$ cat src/sv/ppfb_queue.sv
// ----------------------------------------------------------------------------
// ppfb_queue
// two-entry request queue between the front and the back
// ----------------------------------------------------------------------------
module ppfb_queue #(
  parameter int DATA_W = 8
) (
  input  logic              clk_i,
  input  logic              rst_ni,
  input  logic              push_i,
  input  logic [DATA_W-1:0] wdata_i,
  output logic              full_o,
  input  logic              pop_i,
  output logic              valid_o,
  output logic [DATA_W-1:0] rdata_o
);

  logic [DATA_W-1:0] slot_q [2];
  logic              wr_ptr_q;
  logic              rd_ptr_q;
  logic [1:0]        count_q;
  logic [1:0]        count_d;

  assign full_o  = count_q == 2'd2;
  assign valid_o = count_q != 2'd0;
  assign rdata_o = slot_q[rd_ptr_q];

  always_comb begin
    count_d = count_q;
    if (push_i && !pop_i) begin
      count_d = count_q + 2'd1;
    end else if (pop_i && !push_i) begin
      count_d = count_q - 2'd1;
    end
  end

  always_ff @(posedge clk_i or negedge rst_ni) begin
    if (!rst_ni) begin
      wr_ptr_q <= 1'b0;
      rd_ptr_q <= 1'b0;
      count_q  <= 2'd0;
    end else begin
      if (push_i) begin
        wr_ptr_q <= !wr_ptr_q;
      end
      if (pop_i) begin
        rd_ptr_q <= !rd_ptr_q;
      end
      count_q <= count_d;
    end
  end

  always_ff @(posedge clk_i) begin
    if (push_i) begin
      slot_q[wr_ptr_q] <= wdata_i;
    end
  end

endmodule

$ cat config.mk
export PLATFORM = sky130hd
export DESIGN_NAME = ppfb_queue
export DESIGN_NICKNAME = d
export VERILOG_FILES = /design/src/sv/ppfb_queue.sv
export SDC_FILE = /design/constraint.sdc
export NUM_CORES = 1
export LEC_CHECK = 0
export BUFFER_PORTS_ARGS = -buffer_cell sky130_fd_sc_hd__buf_2
export CAP_MARGIN = 10
export CORE_ASPECT_RATIO = 1.25
export CORE_UTILIZATION = 45
export CTS_CLUSTER_SIZE = 8
export DETAILED_ROUTE_END_ITERATION = 7
export PLACE_DENSITY = 0.77
export SLEW_MARGIN = 20
export SYNTH_ARGS = -nofsm -noshare
export SYNTH_HDL_FRONTEND = slang
export SYNTH_SLANG_ARGS = --single-unit
$ cat constraint.sdc
create_clock -name clk_i -period 1.65 [get_ports clk_i]
set_clock_uncertainty 0.1 [all_clocks]
set_input_delay 0.0825 -clock clk_i [delete_from_list [all_inputs] [get_ports clk_i]]
set_output_delay 0.0825 -clock clk_i [all_outputs]
set_load 0.02 [all_outputs]
==> impl_metrics.ini, run 1 <==
[global_routing]
grt_busiest_layer = met2
grtUsageMet3_pct = 2.75
grt_pass1_wl_mm = 1.82
use_met2_pct = 25.0
grt_remaining_overflow = 0
grt_start_max_net_pins = 12
grt_pass1_vias = 450
use_met1_pct = 14.8
grt_use_total_pct = 14.1
antenna_found_initial = 0

[worst_setup_path]
endpoint_kind = primary output
path_max_fanout = 9
crit_path_cell_trace = mux2_2 > buf_2
cp_data_arrival_time_ps = 1330
crit_slowest_cell = dfrtp_2
crit_path_max_incr_delay_ps = 500
start_kind = flop
r2r_slack_ps = 380
critPathRequiredTime_ps = 1470
critPathKind = reg -> out

[sta]
hold_viol_final = 0
hold_slack_ps = 13.2
setup_ws_ps = 142
setup_violations = 0
period_minus_slack_ps = 1510
rsz0062_at_grt = false
min_period_over_period_pct = 91.4
worstMarginPinSlew_ps = 357
slew_headroom_pct = 76.2
tns_ps = 0
maxSlewViolCount = 0
max_freq_mhz = 663

[die]
dieArea_um2 = 1890
coreArea_um2 = 1580
start_util_pct = 48.9
rows = 16
ioPinCount = 22
die_w_um = 39.1
die_y_um = 48.3

[clock_tree]
postCtsSetupRepairBufs = 0
cts_num_sinks = 20
cts_root_buf = clkbuf_4
cts.reportedPaths.clkPinSlew_ps = 100
cts_buffer_depth = 2
clk_latency_ps = 300
h-tree-depth = 1
cts_tree = done
cts_buffers = 3

[synth]
yosysWarningCount = 0
syn_area_um2 = 773
synthArstFlopShare_pct = 20.0
yosysSeqAreaShare_pct = 75.1
synthCells = 41
yosys-top-cells-count = edfxtp_1 (16), mux2_2 (8), dfrtp_1 (4), xor2_1 (4)
synth.net_count = 54
synthTopCellsByArea = edfxtp_1 (62%), dfrtp_1 (13%), mux2_2 (12%)
yosysUniqueCellTypes = 13
synth_edf_count = 16
synth_top_area_share_pct = 62.1
synth_top_flop_cell = edfxtp_1
yosysMostFrequentCell = edfxtp_1
yosys.area.top_type = edfxtp_1
synth_seq_cells = 20
synth.avg_cell_area_um2 = 18.9

[place]
dp_slack_ps = 374
place_hpwl_um = 809
portBuffers = 21
place_congestion = 0.657

[layout]
nFillCells = 126
n_antenna_cell = 0
area_growth_pct = 33.8
nets = 91
drive_above_1_share_pct = 46.8

[power]
power.density_nw_per_um2 = 1490
ir_worst_vdd_uv = 852
power_leakage_nw = 0.425

[drt]
drt_iter0_markers = 5
first_pass_iters = 2
drc = 0
num_vias = 446
viasPerCell = 4.69
routed_wl_mm = 1.21
ant_nets = 0
wl_per_cell_um = 12.7

[status]
status = finished clean

[hold_path]
min-delay-path-class = in -> async

[job]
cap_violations = 0
-- state kept, by name, summed over array words and instances (netlist names) --
| signal | flops |
|---|---|
| rd_ptr_q | 1 |
| count_q | 2 |
| slot_q | 16 |
| wr_ptr_q | 1 |
-- layout by cell type (no fill, tap or decap), drive strengths merged --
master        n
nor2          1
inv           1
buf          22
and2b         1
xnor2         1
xor2          4
mux2          8
clkbuf        3
dfrtp         4
clkinv        1
edfxtp       16
dlygate4sd3  11
nor2b         1
ha            1
or2           1
and2          1
-- worst paths after layout --
check | endpoint | cells after the start | startpoint
setup / recovery | rdata_o[3] | 2 | rd_ptr_q
hold / removal | wr_ptr_q | 2 | rst_ni
setup reg to reg | slot_q[0][5] | 2 | wr_ptr_q
hold reg to reg | count_q[1] | 1 | count_q[1]
max in group asynchronous | rd_ptr_q | 2 | rst_ni
min in group clk_i | count_q[1] | 1 | count_q[1]
-- metrics by stage --
step	instances	util (%)	cell area, um2	total power [W]
floorplan	41	-	773	0.00116
global placement	80	56.7	897	0.00129
detailed placement	80	56.7	897	0.00131
CTS	95	65.3	1030	0.00155
global route	95	65.4	1030	0.00162
finish	95	65.4	1030	0.00154
-- metal layers --
metal,part of all wire [%],routed length [um],vias up
li1,-,-,220
met1,42,506,207
met2,52,626,16
met3,3.6,43,3
met4,2.3,28,0
met5,0,0,-
-- layout make-up --
type                    instances  area, um2  share of cell area, %
inverters                       1       3.75                  0.363
flip-flops and latches         20        582                   56.2
well taps                      18       22.5                   2.18
clock inverters                 1       3.75                  0.363
multi-input cells              19        178                   17.2
repair buffers                 33        223                   21.5
clock buffers                   3       22.5                   2.18
-- report_power, final --
group          total (W)  internal, W  switching (W)
clock network   0.000230    0.0000882       0.000142
logic           0.000527     0.000253       0.000274
registers       0.000786     0.000688      0.0000986
total            0.00154      0.00103       0.000514
-- timing repair --
action,CTS,global route
resized for setup,0,1
endpoints found under the setup margin,0,8
hold buffers,11,0
hold endpoints to repair,22,0
-- kinds of logic after synthesis --
group	share of synthesized area, %
mux	11.7
buf+inv	1.94
simple gates	4.05
fa+ha+maj	1.62
xor+xnor	5.66
flops	75.1
-- worst max-delay path: cells and delay by family (launching register included) --
family	cells	cell delay, ps
muxes	1	370
DFF	1	500
buffers and inverters	1	160
Power figures use the tool's default switching activity.
==> run 2: changes to the inputs <==
--- a/config.mk
+++ b/config.mk
@@ -8,10 +8,10 @@
 export BUFFER_PORTS_ARGS = -buffer_cell sky130_fd_sc_hd__buf_2
 export CAP_MARGIN = 10
 export CORE_ASPECT_RATIO = 1.25
-export CORE_UTILIZATION = 45
+export CORE_UTILIZATION = 35
 export CTS_CLUSTER_SIZE = 8
 export DETAILED_ROUTE_END_ITERATION = 7
-export PLACE_DENSITY = 0.77
+export PLACE_DENSITY = 0.63
 export SLEW_MARGIN = 20
 export SYNTH_ARGS = -nofsm -noshare
 export SYNTH_HDL_FRONTEND = slang
==> constraint.sdc (replaced) <==
create_clock -name clk_i -period 1.65 [get_ports clk_i]
set_clock_uncertainty 0.1 [all_clocks]
set_input_delay 0.0825 -clock clk_i [delete_from_list [all_inputs] [get_ports clk_i]]
set_output_delay 0.0825 -clock clk_i [all_outputs]
set_load 0.1 [all_outputs]
==> run 2 against run 1 <==
Compared with the run above: die area rose by 27%; non-clock buffer count grew 1; first-iteration DRC count grew 80%; sequential cell count is the same; final area up 2.9%; worst hold slack improved by 6.1 ps; final cell count up 3.2%; critical endpoint is now rdata_o[7]; largest cell class unchanged.
==> impl_metrics.ini, run 2 (synthesis gave the netlist of run 1 again) <==
[worst_setup_path]
rr_startpoint = wr_ptr_q
path_max_fanout = 9
r2r_end = slot_q[1][4]
start_kind = flop
critPathRequiredTime_ps = 1470
cp_data_arrival_time_ps = 1390
critPathKind = reg -> out
r2r_slack_ps = 460
endpoint_kind = primary output
worstRegToRegCells = 1

[sta]
slew_headroom_pct = 67.9
max_freq_mhz = 636
maxSlewViolCount = 0
period_minus_slack_ps = 1570
hold_viol_final = 0
setup_violations = 0
rsz0062_at_grt = false
tns_ps = 0
min_period_over_period_pct = 95.3
worstMarginPinSlew_ps = 485

[drt]
drt_iter0_markers = 9
routed_wl_mm = 1.18
drc = 0
viasPerCell = 4.57
first_pass_iters = 5
wl_per_cell_um = 12.1
num_vias = 448
ant_nets = 0

[layout]
drive_above_1_share_pct = 47.4
regMostFlops = slot_q
nFillCells = 187
largest_reg_flops = 16
area_growth_pct = 37.7
nets = 92
finalNonFillerCells = 98
n_antenna_cell = 0
final_cell_mix = edfxtp_1 (16), buf_2 (13), dlygate4sd3_1 (11), buf_4 (10), mux2_2 (8)
top_regs = slot_q x16, count_q x2
layout_commonest_cell = edfxtp_1

[global_routing]
grt_pass1_wl_mm = 1.97
grt_use_total_pct = 11.9
grt_start_max_net_pins = 12
grt_remaining_overflow = 0
antenna_found_initial = 0
grt_pass1_vias = 441

[clock_tree]
cts_root_buf = clkbuf_4
cts_buffers = 3
cts_tree = done
h-tree-depth = 1
cts.reportedPaths.clkPinSlew_ps = 90
cts_num_sinks = 20
clk_latency_ps = 280
postCtsSetupRepairBufs = 0
cts_buffer_depth = 2

[hold_path]
min-delay-path-class = in -> async

[place]
place_hpwl_um = 820
portBuffers = 21
place_congestion = 0.712
dp_cells = 83

[die]
rows = 18
dieArea_um2 = 2400
ioPinCount = 22
coreArea_um2 = 2030
die_y_um = 54.6
start_util_pct = 38.1
die_w_um = 44.0

[job]
cap_violations = 0

[status]
status = finished clean
==> run 2: cell count changes in the layout (fill, tap and decap cells not counted), sizes merged <==
| cell | change |
|---|---|
| clkinv | -1 |
| clkbuf | +1 |
| buf | +1 |
==> run 2: how the worst max path moves through the flow <==
stage | startpoint | end | slack [ps] | depth (start not counted)
global placement | rd_ptr_q | rdata_o[7] | 240 | 2
CTS | rd_ptr_q | rdata_o[7] | 50 | 2
global route | rd_ptr_q | rdata_o[0] | 10 | 2
floorplan | wr_ptr_q | slot_q[0][0] | 390 | 1
finish | rd_ptr_q | rdata_o[7] | 80 | 2
detailed placement | rd_ptr_q | rdata_o[7] | 220 | 2
==> run 2: layout make-up <==
class                   instances  area, um2  area share, %
repair buffers                 34        250           23.5
multi-input cells              19        178           16.7
well taps                      20       25.0           2.35
inverters                       1       3.75          0.353
flip-flops and latches         20        582           54.6
clock buffers                   4       26.3           2.47
==> run 2: critical path: stages (launching register included) <==
cell and delay [ps]:
dfrtp_2 500, mux2_2 370, buf_4 230
==> run 2: repair_timing <==
| action | 4_1_cts | 5_1_grt |
|---|---|---|
| setup endpoints to repair | 8 | 0 |
| hold buffers | 11 | 0 |
| hold endpoints to repair | 22 | 0 |
| resized for setup | 9 | 0 |
==> run 2: per-stage QoR <==
stage | cell area (um2) | utilization (%) | hold slack, ps | setup WS [ps]
3_5_place_dp | 907 | 44.8 | -207 | 221
3_3_place_gp | 907 | 44.8 | -208 | 241
6_report | 1060 | 52.5 | 19.3 | 78.1
2_1_floorplan | 773 | - | -313 | 388
5_1_grt | 1060 | 52.5 | 6.57 | 11.9
4_1_cts | 1060 | 52.5 | 13.6 | 51.1
==> run 2: metal layers <==
layer  track usage (%)  vias to the layer above  wire, um  part of all wire, %
li1                  -                      223         -                    -
met1              14.6                      205       491                   42
met2              19.1                       16       609                   52
met3              1.32                        4        49                  4.1
met4              9.09                        0        31                  2.6
met5                 0                        -         0                    0
Power of run 2 is left out: the tool's default activity adds up to more than one toggle a clock period on the data nets, which glitch-free logic cannot reach.
