**config.mk**
```make
export PLATFORM = sky130hd
export DESIGN_NAME = ppfb_front
export DESIGN_NICKNAME = d
export VERILOG_FILES = /design/src/sv/ppfb_pkg.sv /design/src/sv/ppfb_front.sv
export SDC_FILE = /design/constraint.sdc
export NUM_CORES = 1
export LEC_CHECK = 0
export ABC_AREA = 1
export BUFFER_PORTS_ARGS = -buffer_cell sky130_fd_sc_hd__buf_2
export CORE_MARGIN = 3
export CORE_UTILIZATION = 40
export DETAILED_ROUTE_END_ITERATION = 8
export MAX_ROUTING_LAYER = met4
export PLACE_DENSITY_LB_ADDON = 0.08
export SLEW_MARGIN = 20
export SYNTH_ARGS = -nofsm -noshare
export SYNTH_HDL_FRONTEND = slang
export SYNTH_SLANG_ARGS = --single-unit
```
**constraint.sdc**
```tcl
create_clock -name vclk -period 7.2
set_clock_uncertainty 0.1 [all_clocks]
set_input_delay 1.08 -clock vclk [all_inputs]
set_output_delay 1.08 -clock vclk [all_outputs]
set_load 0.05 [all_outputs]
```
**src/sv/ppfb_pkg.sv**
```systemverilog
// ----------------------------------------------------------------------------
// ppfb_pkg
// shared types, codes and constants of the packed pixel frame buffer
// ----------------------------------------------------------------------------
package ppfb_pkg;

  localparam int DEF_MAX_WIDTH  = 128;
  localparam int DEF_MAX_HEIGHT = 64;

  localparam int PADDR_W = 4;
  localparam int X_W     = 8;
  localparam int Y_W     = 7;

  localparam logic [31:0] HALF_MASK  = 32'h0000_ffff;
  localparam int unsigned HALF_SHIFT = 16;

  localparam logic [1:0] RST_COLOR_MODE   = 2'd0;
  localparam logic [7:0] RST_FRAME_WIDTH  = 8'd128;
  localparam logic [6:0] RST_FRAME_HEIGHT = 7'd64;

  typedef enum logic [1:0] {
    REG_COLOR_MODE   = 2'd0,
    REG_FRAME_WIDTH  = 2'd1,
    REG_FRAME_HEIGHT = 2'd2
  } reg_e;

  typedef enum logic [1:0] {
    MODE_MONO   = 2'd0,
    MODE_RGB565 = 2'd1,
    MODE_ARGB   = 2'd2
  } mode_e;

  typedef enum logic [1:0] {
    ACT_READ  = 2'd0,
    ACT_WRITE = 2'd1,
    ACT_CLEAR = 2'd2
  } action_e;

  typedef enum logic [1:0] {
    OP_READ   = 2'd0,
    OP_WRITE  = 2'd1,
    OP_CLEAR  = 2'd2,
    OP_RESULT = 2'd3
  } op_e;

  typedef struct packed {
    logic [1:0] color_mode;
    logic [7:0] frame_width;
    logic [6:0] frame_height;
  } cfg_t;

  typedef struct packed {
    op_e         op;
    logic        status;
    logic [4:0]  shift;
    logic [31:0] rmask;
    logic        overwrite;
    logic [31:0] wdata;
  } req_t;

endpackage

```
**src/sv/ppfb_front.sv**
```systemverilog
// ----------------------------------------------------------------------------
// ppfb_front
// accepts requests, checks bounds and works out word address and bit lanes
// ----------------------------------------------------------------------------
module ppfb_front #(
  parameter int MAX_WIDTH = ppfb_pkg::DEF_MAX_WIDTH,
  parameter int MAX_HEIGHT = ppfb_pkg::DEF_MAX_HEIGHT,
  parameter int AW = 13
) (
  input  ppfb_pkg::cfg_t     cfg_i,
  input  logic               in_valid_i,
  output logic               in_stall_o,
  input  logic [1:0]         action_i,
  input  logic signed [15:0] pixel_x_i,
  input  logic signed [15:0] pixel_y_i,
  input  logic [31:0]        pixel_value_i,
  input  logic               q_full_i,
  input  logic               init_busy_i,
  output logic               push_o,
  output ppfb_pkg::req_t     req_o,
  output logic [AW-1:0]      addr_o
);

  logic [15:0] w_eff;
  logic [15:0] h_eff;
  logic        oob;
  logic [ppfb_pkg::X_W-1:0] ux;
  logic [ppfb_pkg::X_W-1:0] wm1;
  logic [ppfb_pkg::X_W-1:0] col;
  logic [ppfb_pkg::Y_W-1:0] uy;
  logic        mode_ok;

  assign in_stall_o = q_full_i || init_busy_i;
  assign push_o     = in_valid_i && !in_stall_o;

  assign w_eff = (16'(cfg_i.frame_width) > 16'(MAX_WIDTH)) ? 16'(MAX_WIDTH)
                                                          : 16'(cfg_i.frame_width);
  assign h_eff = (16'(cfg_i.frame_height) > 16'(MAX_HEIGHT)) ? 16'(MAX_HEIGHT)
                                                            : 16'(cfg_i.frame_height);

  assign oob = pixel_x_i[15] || pixel_y_i[15] ||
               ($unsigned(pixel_x_i) >= w_eff) || ($unsigned(pixel_y_i) >= h_eff);

  assign ux  = pixel_x_i[ppfb_pkg::X_W-1:0];
  assign uy  = pixel_y_i[ppfb_pkg::Y_W-1:0];
  assign wm1 = w_eff[ppfb_pkg::X_W-1:0] - 8'd1;

  always_comb begin
    mode_ok         = 1'b1;
    col             = '0;
    req_o.op        = ppfb_pkg::OP_RESULT;
    req_o.status    = 1'b0;
    req_o.shift     = '0;
    req_o.rmask     = '0;
    req_o.overwrite = 1'b0;
    req_o.wdata     = '0;
    unique case (cfg_i.color_mode)
      ppfb_pkg::MODE_MONO: begin
        col         = (wm1 >> 5) - (ux >> 5);
        req_o.shift = ~ux[4:0];
        req_o.rmask = 32'h1;
        req_o.wdata = 32'(pixel_value_i[0]) << req_o.shift;
      end
      ppfb_pkg::MODE_RGB565: begin
        col         = (wm1 >> 1) - (ux >> 1);
        req_o.shift = ux[0] ? 5'd0 : 5'(ppfb_pkg::HALF_SHIFT);
        req_o.rmask = ppfb_pkg::HALF_MASK;
        req_o.wdata = (pixel_value_i & ppfb_pkg::HALF_MASK) << req_o.shift;
      end
      ppfb_pkg::MODE_ARGB: begin
        col             = wm1 - ux;
        req_o.rmask     = '1;
        req_o.overwrite = 1'b1;
        req_o.wdata     = pixel_value_i;
      end
      default: begin
        mode_ok = 1'b0;
      end
    endcase

    unique case (action_i)
      ppfb_pkg::ACT_READ, ppfb_pkg::ACT_WRITE: begin
        if (oob) begin
          req_o.status = 1'b1;
        end else if (mode_ok) begin
          if (action_i == ppfb_pkg::ACT_WRITE) begin
            req_o.op = ppfb_pkg::OP_WRITE;
          end else begin
            req_o.op = ppfb_pkg::OP_READ;
          end
        end
      end
      ppfb_pkg::ACT_CLEAR: begin
        req_o.op = ppfb_pkg::OP_CLEAR;
      end
      default: begin
        req_o.op = ppfb_pkg::OP_RESULT;
      end
    endcase
  end

  assign addr_o = AW'(32'(uy) * MAX_WIDTH) + AW'(col);

endmodule

```
==> results of run 1 <==
metrics by stage:
step | setup WS [ps] | hold WS, ps | area, um2
2_1_floorplan | 1710 | 2240 | 2530
3_3_place_gp | 1710 | 2380 | 3220
3_5_place_dp | 1640 | 2380 | 3220
4_1_cts | 1620 | 2380 | 3220
5_1_grt | 1210 | 2390 | 3220
6_report | 1640 | 2380 | 3220
cell usage in the layout (no fill, tap or decap), types with 3 or more instances in the layout:
cell	instances
nor3_1	5
nand3_1	26
buf_2	174
clkinv_1	3
fa_1	3
inv_1	63
nor2_1	48
nand4_1	10
ha_1	32
a21oi_1	29
o21ai_0	12
xor2_1	7
nand2_1	170
a31oi_1	16
cells by family (layout without fill, tap and decap cells):
family                     count (synthesis)  in the layout  share of synthesized area
AOI/OAI and AO/OA                         63             63                      0.142
xor gates and xnor gates                   8              8                     0.0277
buffers and inverters                    109            243                      0.215
and+or+nand+nor                          267            267                      0.434
adders and majority gates                 35             35                      0.182
area by class of cell:
| class | count | area [um2] |
|---|---|---|
| Fill cell | 674 | 2810 |
| Multi-Input combinational cell | 373 | 1990 |
| Timing Repair Buffer | 176 | 886 |
| Inverter | 67 | 251 |
| Tap cell | 75 | 93.8 |
how the worst max path moves through the flow:
stage | startpoint | to | slack (ps) | cells after the start
after floorplan | cfg_i[10] | addr_o[12] | 1710 | 22
after global placement | cfg_i[7] | addr_o[12] | 1710 | 24
after detailed placement | cfg_i[10] | addr_o[12] | 1640 | 24
after CTS | cfg_i[7] | addr_o[12] | 1620 | 24
after global routing | cfg_i[10] | addr_o[12] | 1210 | 25
final | cfg_i[7] | addr_o[12] | 1640 | 24
cells in the mapped netlist, drive strengths merged:
library cell,count
xnor2,1
xor2,7
nand4,10
nor2,50
clkbuf,8
nor4,1
a21oi,29
o22ai,2
or2,2
nor3,5
nand3b,1
o211ai,1
a211o,1
fa,3
a31oi,16
and2,2
clkinv,3
nand3,26
inv,64
o21ai,13
nand2,170
o221ai,1
ha,32
buf,34
worst max-delay path: stages:
cell and delay [ps]:
buf_2 100, nor2_1 140, nand4_1 120, nand2_1 140, nand2_1 90, ha_1 220, nand2_1 110, inv_1 60
nand3_1 70, nand2_1 50, nand2_1 100, inv_1 50, ha_1 360, a21oi_1 240, and2_1 180, nand2_1 60
nand2_1 50, nand3_1 60, a21oi_1 160, ha_1 180, nand3_1 110, nor3_1 210, xor2_1 160, buf_2 270
layer usage:
layer,vias to the layer above,part of all wire,GRT usage
met4,0,0.0068,0.0173
met2,113,0.48,0.385
met1,1482,0.45,0.262
met5,-,0,-
met3,6,0.062,0.00384
li1,1788,-,-
power groups by stage:
stage	combinational, uW	sequential (uW)	clock [uW]
3_3_place_gp	348	0	0
5_1_grt	382	0	0
4_1_cts	350	0	0
2_1_floorplan	277	0	0
6_report	348	0	0
3_5_place_dp	349	0	0
==> flow_summary.yaml, run 1 <==
run_status:
  status: "finished clean"
power:
  power.leakage_uw: 0.00196
  switching_share: 0.726
  intPower_uw: 95.2
  vdd_ir_drop_max_mv: 0.0751
  p_seq_frac: 0
  power_uw: 348
  p_clk_frac: 0
  p_per_area_nw_per_um2: 108
  pwr-share-comb: 1.000
  p_switching_uw: 253
global_route:
  antenna_found_initial: 0
  grt_use_total: 0.208
  grt_pass1_wl_um: 12800
  first_global_vias: 2996
  grt_max_degree: 35
  overflow: 0
final_layout:
  drive_gt1_frac: 0.295
  regArea_um2: 0
  syn_to_final_growth_pct: 27.1
  postLayoutCoreUtil: 0.534
  nets: 739
  layout.sequential_cells: 0
  nClkBuffers: 0
  n_antenna_cell: 0
  stdcell_count: 691
die:
  start_util: 0.420
  coreArea_um2: 6030
  ios: 174
  dieArea_um2: 7320
  row_count: 28
  fp.dieW_um: 85.6
  die_h_um: 85.6
synth:
  netlist_area_um2: 2530
  synth_seq_area_share: 0
  syn-instance-count: 482
  synth.largest_area_cell: "nand2_1"
  synth.avg_cell_area_um2: 5.25
  yosysWarningCount: 0
  synth.top_cell.area_share: 0.252
  syn_nets: 603
  ys_types: 28
  synth_area_leaders: "nand2_1 25%, ha_1 16%, buf_4 9.5%"
detailed_routing:
  routed_via_density: 4.90
  dr_total_vias: 3389
  drt-total-wl_um: 7920
  wl_per_cell_um: 11.5
  firstDrtPassIters: 4
  ant_nets: 0
  drt_iter0_markers: 107
  remaining_drc_errors: 0
min_path:
  hold_depth: 3
  worstHoldStart: "action_i[1]"
  hold_class: "primary input to output port"
  worstHoldEndpoint: "req_o[70]"
sta:
  finalHoldViolations: 0
  drv_slew: 0
  max_freq_ghz: 0.180
  final-setup-viol-count: 0
  min_period_over_period: 0.773
  fin_crit_ps: 5560
  setup_tns_ps: 0
  worstMarginPinSlew_ps: 697
  max_slew_margin: 0.535
  rsz0062_at_grt: "no"
placed_design:
  gp_congestion: 0.930
  io_buffers: 174
  place_inst: 691
  place_hpwl_um: 6910
clocking:
  cts_resized: 0
  postCtsSetupRepairBufs: 0
  holdBufCountCts: 0
worst_setup_path:
  cp_max_fo: 7
  arrival_ps: 4380
  worstPathRequired_ps: 6020
  start_kind: "primary input"
  crit_type: "primary input to output port"
  worst_setup_path_end_kind: "output port"
job:
  max-cap-violations: 0
(Power assumes the default switching activity.)
==> run 2: changes to the inputs <==
==> constraint.sdc (replaced) <==
create_clock -name vclk -period 5.2
set_clock_uncertainty 0.1 [all_clocks]
set_input_delay 0.78 -clock vclk [all_inputs]
set_output_delay 0.78 -clock vclk [all_outputs]
set_load 0.05 [all_outputs]
==> flow_summary.yaml, run 2 (same netlist as run 1, synthesis figures left out) <==
final_layout:
  nClkBuffers: 0
  fin_area_um2: 3250
  n_antenna_cell: 0
  fillers: 680
  final_cell_mix: "172 x buf_2, 170 x nand2_1, 63 x inv_1"
  drive_gt1_frac: 0.301
  stdcell_count: 692
  regArea_um2: 0
  final_common_cell: "buf_2"
  nets: 740
  layout.sequential_cells: 0
  syn_to_final_growth_pct: 28.5
worst_setup_path:
  arrival_ps: 3970
  endpoint: "addr_o[11]"
  critPathLaunch: "cfg_i[10]"
  crit_type: "primary input to output port"
  start_kind: "primary input"
  cp_max_fo: 6
  worst_setup_path_end_kind: "output port"
  worstPathRequired_ps: 4320
detailed_routing:
  remaining_drc_errors: 0
  wl_per_cell_um: 11.9
  firstDrtPassIters: 5
  dr_total_vias: 3486
  routed_via_density: 5.04
  drt_iter0_markers: 135
  ant_nets: 0
  drt-total-wl_um: 8250
sta:
  fin_crit_ps: 4850
  min_period_over_period: 0.932
  setup_slack_ps: 353
  rsz0062_at_grt: "no"
  final-setup-viol-count: 0
  drv_slew: 0
  setup_tns_ps: 0
  max_freq_ghz: 0.206
  max_slew_margin: 0.627
  finalHoldViolations: 0
  worstMarginPinSlew_ps: 559
placed_design:
  place_hpwl_um: 7010
  place_ws_ps: 186
  io_buffers: 174
  gp_congestion: 0.883
  place_area_um2: 3230
  place_inst: 692
die:
  die_h_um: 85.6
  ios: 174
  start_util: 0.420
  row_count: 28
  coreArea_um2: 6030
  dieArea_um2: 7320
  fp.dieW_um: 85.6
min_path:
  hold_class: "primary input to output port"
job:
  max-cap-violations: 0
power:
  power.leakage_uw: 0.00197
  power_uw: 488
  vdd_ir_drop_max_mv: 0.103
  p_per_area_nw_per_um2: 150
global_route:
  overflow: 0
  grt_max_degree: 35
  grt_pass1_wl_um: 13100
  first_global_vias: 3029
  grt_use_total: 0.213
  antenna_found_initial: 0
clocking:
  holdBufCountCts: 0
run_status:
  status: "finished clean"
[run 2: cell count changes in the layout (fill, tap and decap cells not counted)]
| cell | before | now |
|---|---|---|
| buf_2 | 174 | 172 |
| buf_4 | 2 | 4 |
| a21oi_1 | 29 | 28 |
| a21oi_2 | 0 | 1 |
| clkbuf_4 | 0 | 1 |
| ha_1 | 32 | 31 |
| ha_4 | 0 | 1 |
| nor3_1 | 5 | 4 |
| nor3_2 | 0 | 1 |
[run 2: worst min path at each step]
stage,start,end,cells after the start
CTS,action_i[1],req_o[70],3
floorplan,pixel_x_i[0],req_o[65],1
global placement,action_i[1],req_o[70],3
detailed placement,action_i[1],req_o[70],3
finish,action_i[1],req_o[70],3
global route,action_i[1],req_o[70],3
[run 2: final cells by class]
type	instances	area [um2]	share of cell area
inverters	67	251	0.0773
multi-input cells	373	2010	0.618
well taps	75	93.8	0.0289
repair buffers	177	898	0.276
[run 2: per-layer routing]
metal	vias up	global-route usage	share of wire
li1	1780	-	-
met1	1546	0.270	0.43
met2	148	0.389	0.49
met3	12	0.00384	0.064
met4	0	0.0273	0.013
met5	-	-	0
[run 2: metrics by stage]
step	utilization	hold slack, ps
after CTS	0.535	1790
after global routing	0.540	1800
after floorplan	-	1640
after detailed placement	0.535	1780
final	0.540	1780
after global placement	0.535	1780
[run 2: repair_timing]
action                                 in CTS  in global routing
endpoints found under the hold margin       0                  0
resized for setup                           0                  7
setup buffers                               0                  0
setup endpoints to repair                   0                  3
[run 2: worst max-delay path, stage by stage]
cell and delay [ps]:
buf_2 120, nor2_1 140, nand4_1 130, nand2_1 140
nand2_1 100, ha_1 240, xor2_1 260, inv_1 70
ha_1 370, nand2_1 110, nor2_1 140, nand2_1 90
nand3_1 90, nand3_1 70, nand2_1 60, nand2_1 50
inv_1 50, a21oi_1 60, ha_1 210, ha_1 200
nand3_1 100, xor2_1 140, clkbuf_4 240
[run 2: power by group]
group	internal [uW]	switching, uW
Combinational	135	353
Sequential	0	0
Clock	0	0
==> run 3: changes to the inputs <==
==> constraint.sdc (replaced) <==
create_clock -name vclk -period 5.7
set_clock_uncertainty 0.1 [all_clocks]
set_input_delay 0.855 -clock vclk [all_inputs]
set_output_delay 0.855 -clock vclk [all_outputs]
set_load 0.05 [all_outputs]
==> flow_summary.yaml, run 3 (same netlist as run 1, synthesis figures left out) <==
detailed_routing:
  ant_nets: 0
  firstDrtPassIters: 4
  remaining_drc_errors: 0
  routed_via_density: 4.88
  drt_iter0_markers: 127
  wl_per_cell_um: 11.7
  drt-total-wl_um: 8090
  dr_total_vias: 3374
clocking:
  postCtsSetupRepairBufs: 0
  holdBufCountCts: 0
  cts_resized: 0
sta:
  worstMarginPinSlew_ps: 564
  finalHoldViolations: 0
  drv_slew: 0
  setup_tns_ps: 0
  max_freq_ghz: 0.193
  hold_ws_ps: 1930
  fin_crit_ps: 5180
  min_period_over_period: 0.908
  final-setup-viol-count: 0
  max_slew_margin: 0.624
  rsz0062_at_grt: "no"
worst_setup_path:
  worst_setup_path_end_kind: "output port"
  arrival_ps: 4220
  cp_max_fo: 7
  crit_type: "primary input to output port"
  worstPathRequired_ps: 4740
  start_kind: "primary input"
power:
  p_per_area_nw_per_um2: 137
  power.leakage_uw: 0.00196
  switching_share: 0.727
  pwr-share-comb: 1.000
  p_switching_uw: 320
  vdd_ir_drop_max_mv: 0.0883
  p_clk_frac: 0
  intPower_uw: 120
  p_seq_frac: 0
placed_design:
  place_hpwl_um: 6920
  gp_congestion: 0.876
  io_buffers: 174
die:
  row_count: 28
  die_h_um: 85.6
  ios: 174
  coreArea_um2: 6030
  fp.dieW_um: 85.6
  dieArea_um2: 7320
  start_util: 0.420
final_layout:
  final_cell_mix: "174 x buf_2, 170 x nand2_1, 63 x inv_1"
  drive_gt1_frac: 0.295
  regArea_um2: 0
  n_antenna_cell: 0
  fillers: 662
  nClkBuffers: 0
  layout.sequential_cells: 0
  syn_to_final_growth_pct: 27.1
  nets: 739
  final_common_cell: "buf_2"
global_route:
  antenna_found_initial: 0
  grt_max_degree: 35
  grt_pass1_wl_um: 13300
  overflow: 0
  grt_use_total: 0.216
  first_global_vias: 3118
min_path:
  hold_depth: 3
  worstHoldEndpoint: "req_o[70]"
  hold_class: "primary input to output port"
  worstHoldStart: "action_i[1]"
run_status:
  status: "finished clean"
job:
  max-cap-violations: 0
[run 3: cell count changes in the layout (fill, tap and decap cells not counted), sizes merged]
cell | before | now
clkbuf | 1 | 0
[run 3: through the flow]
step	cells	worst slack, ps	utilization	power, uW	cell area (um2)
detailed placement	691	540	0.534	440	3220
finish	691	522	0.534	440	3220
global route	691	112	0.534	483	3220
CTS	691	526	0.534	442	3220
floorplan	482	659	-	349	2530
global placement	691	663	0.534	438	3220
[run 3: power groups by stage]
stage | Combinational (uW) | Sequential [uW] | Clock [uW]
5_1_grt | 483 | 0 | 0
6_report | 440 | 0 | 0
4_1_cts | 442 | 0 | 0
3_5_place_dp | 440 | 0 | 0
2_1_floorplan | 349 | 0 | 0
3_3_place_gp | 438 | 0 | 0
[run 3: cell type report]
type                            instances  area [um2]  share of cell area
Tap cell                               75        93.8              0.0292
Multi-Input combinational cell        373        1990               0.617
Inverter                               67         251              0.0781
Timing Repair Buffer                  176         886               0.275
[run 3: metal layers]
metal  wire length [um]  vias to the layer above  GRT usage
met5                  0                        -          -
met4                 42                        0     0.0302
met3                473                        4    0.00961
met2               4010                      108      0.387
met1               3570                     1483      0.275
li1                   -                     1779          -
[run 3: how the worst max path moves through the flow]
stage,start,end,slack [ps],depth (start not counted)
4_1_cts,cfg_i[10],addr_o[12],530,24
6_report,cfg_i[10],addr_o[12],520,24
3_3_place_gp,cfg_i[7],addr_o[12],660,24
5_1_grt,cfg_i[10],addr_o[12],110,24
2_1_floorplan,cfg_i[10],addr_o[12],660,22
3_5_place_dp,cfg_i[10],addr_o[12],540,24
[run 3: critical path: stages]
cell     delay (ps)
buf_2           120
nor2_1          130
nand4_1         130
nand2_1         150
nand2_1         100
ha_1            230
nand2_1         100
inv_1            60
nand3_1          70
nand2_1          50
nand2_1          90
inv_1            60
ha_1            360
a21oi_1         250
and2_1          190
nand2_1          60
nand2_1          50
nand3_1          60
a21oi_1         180
ha_1            180
nand3_1         110
nor3_1          210
xor2_1          150
buf_2           270
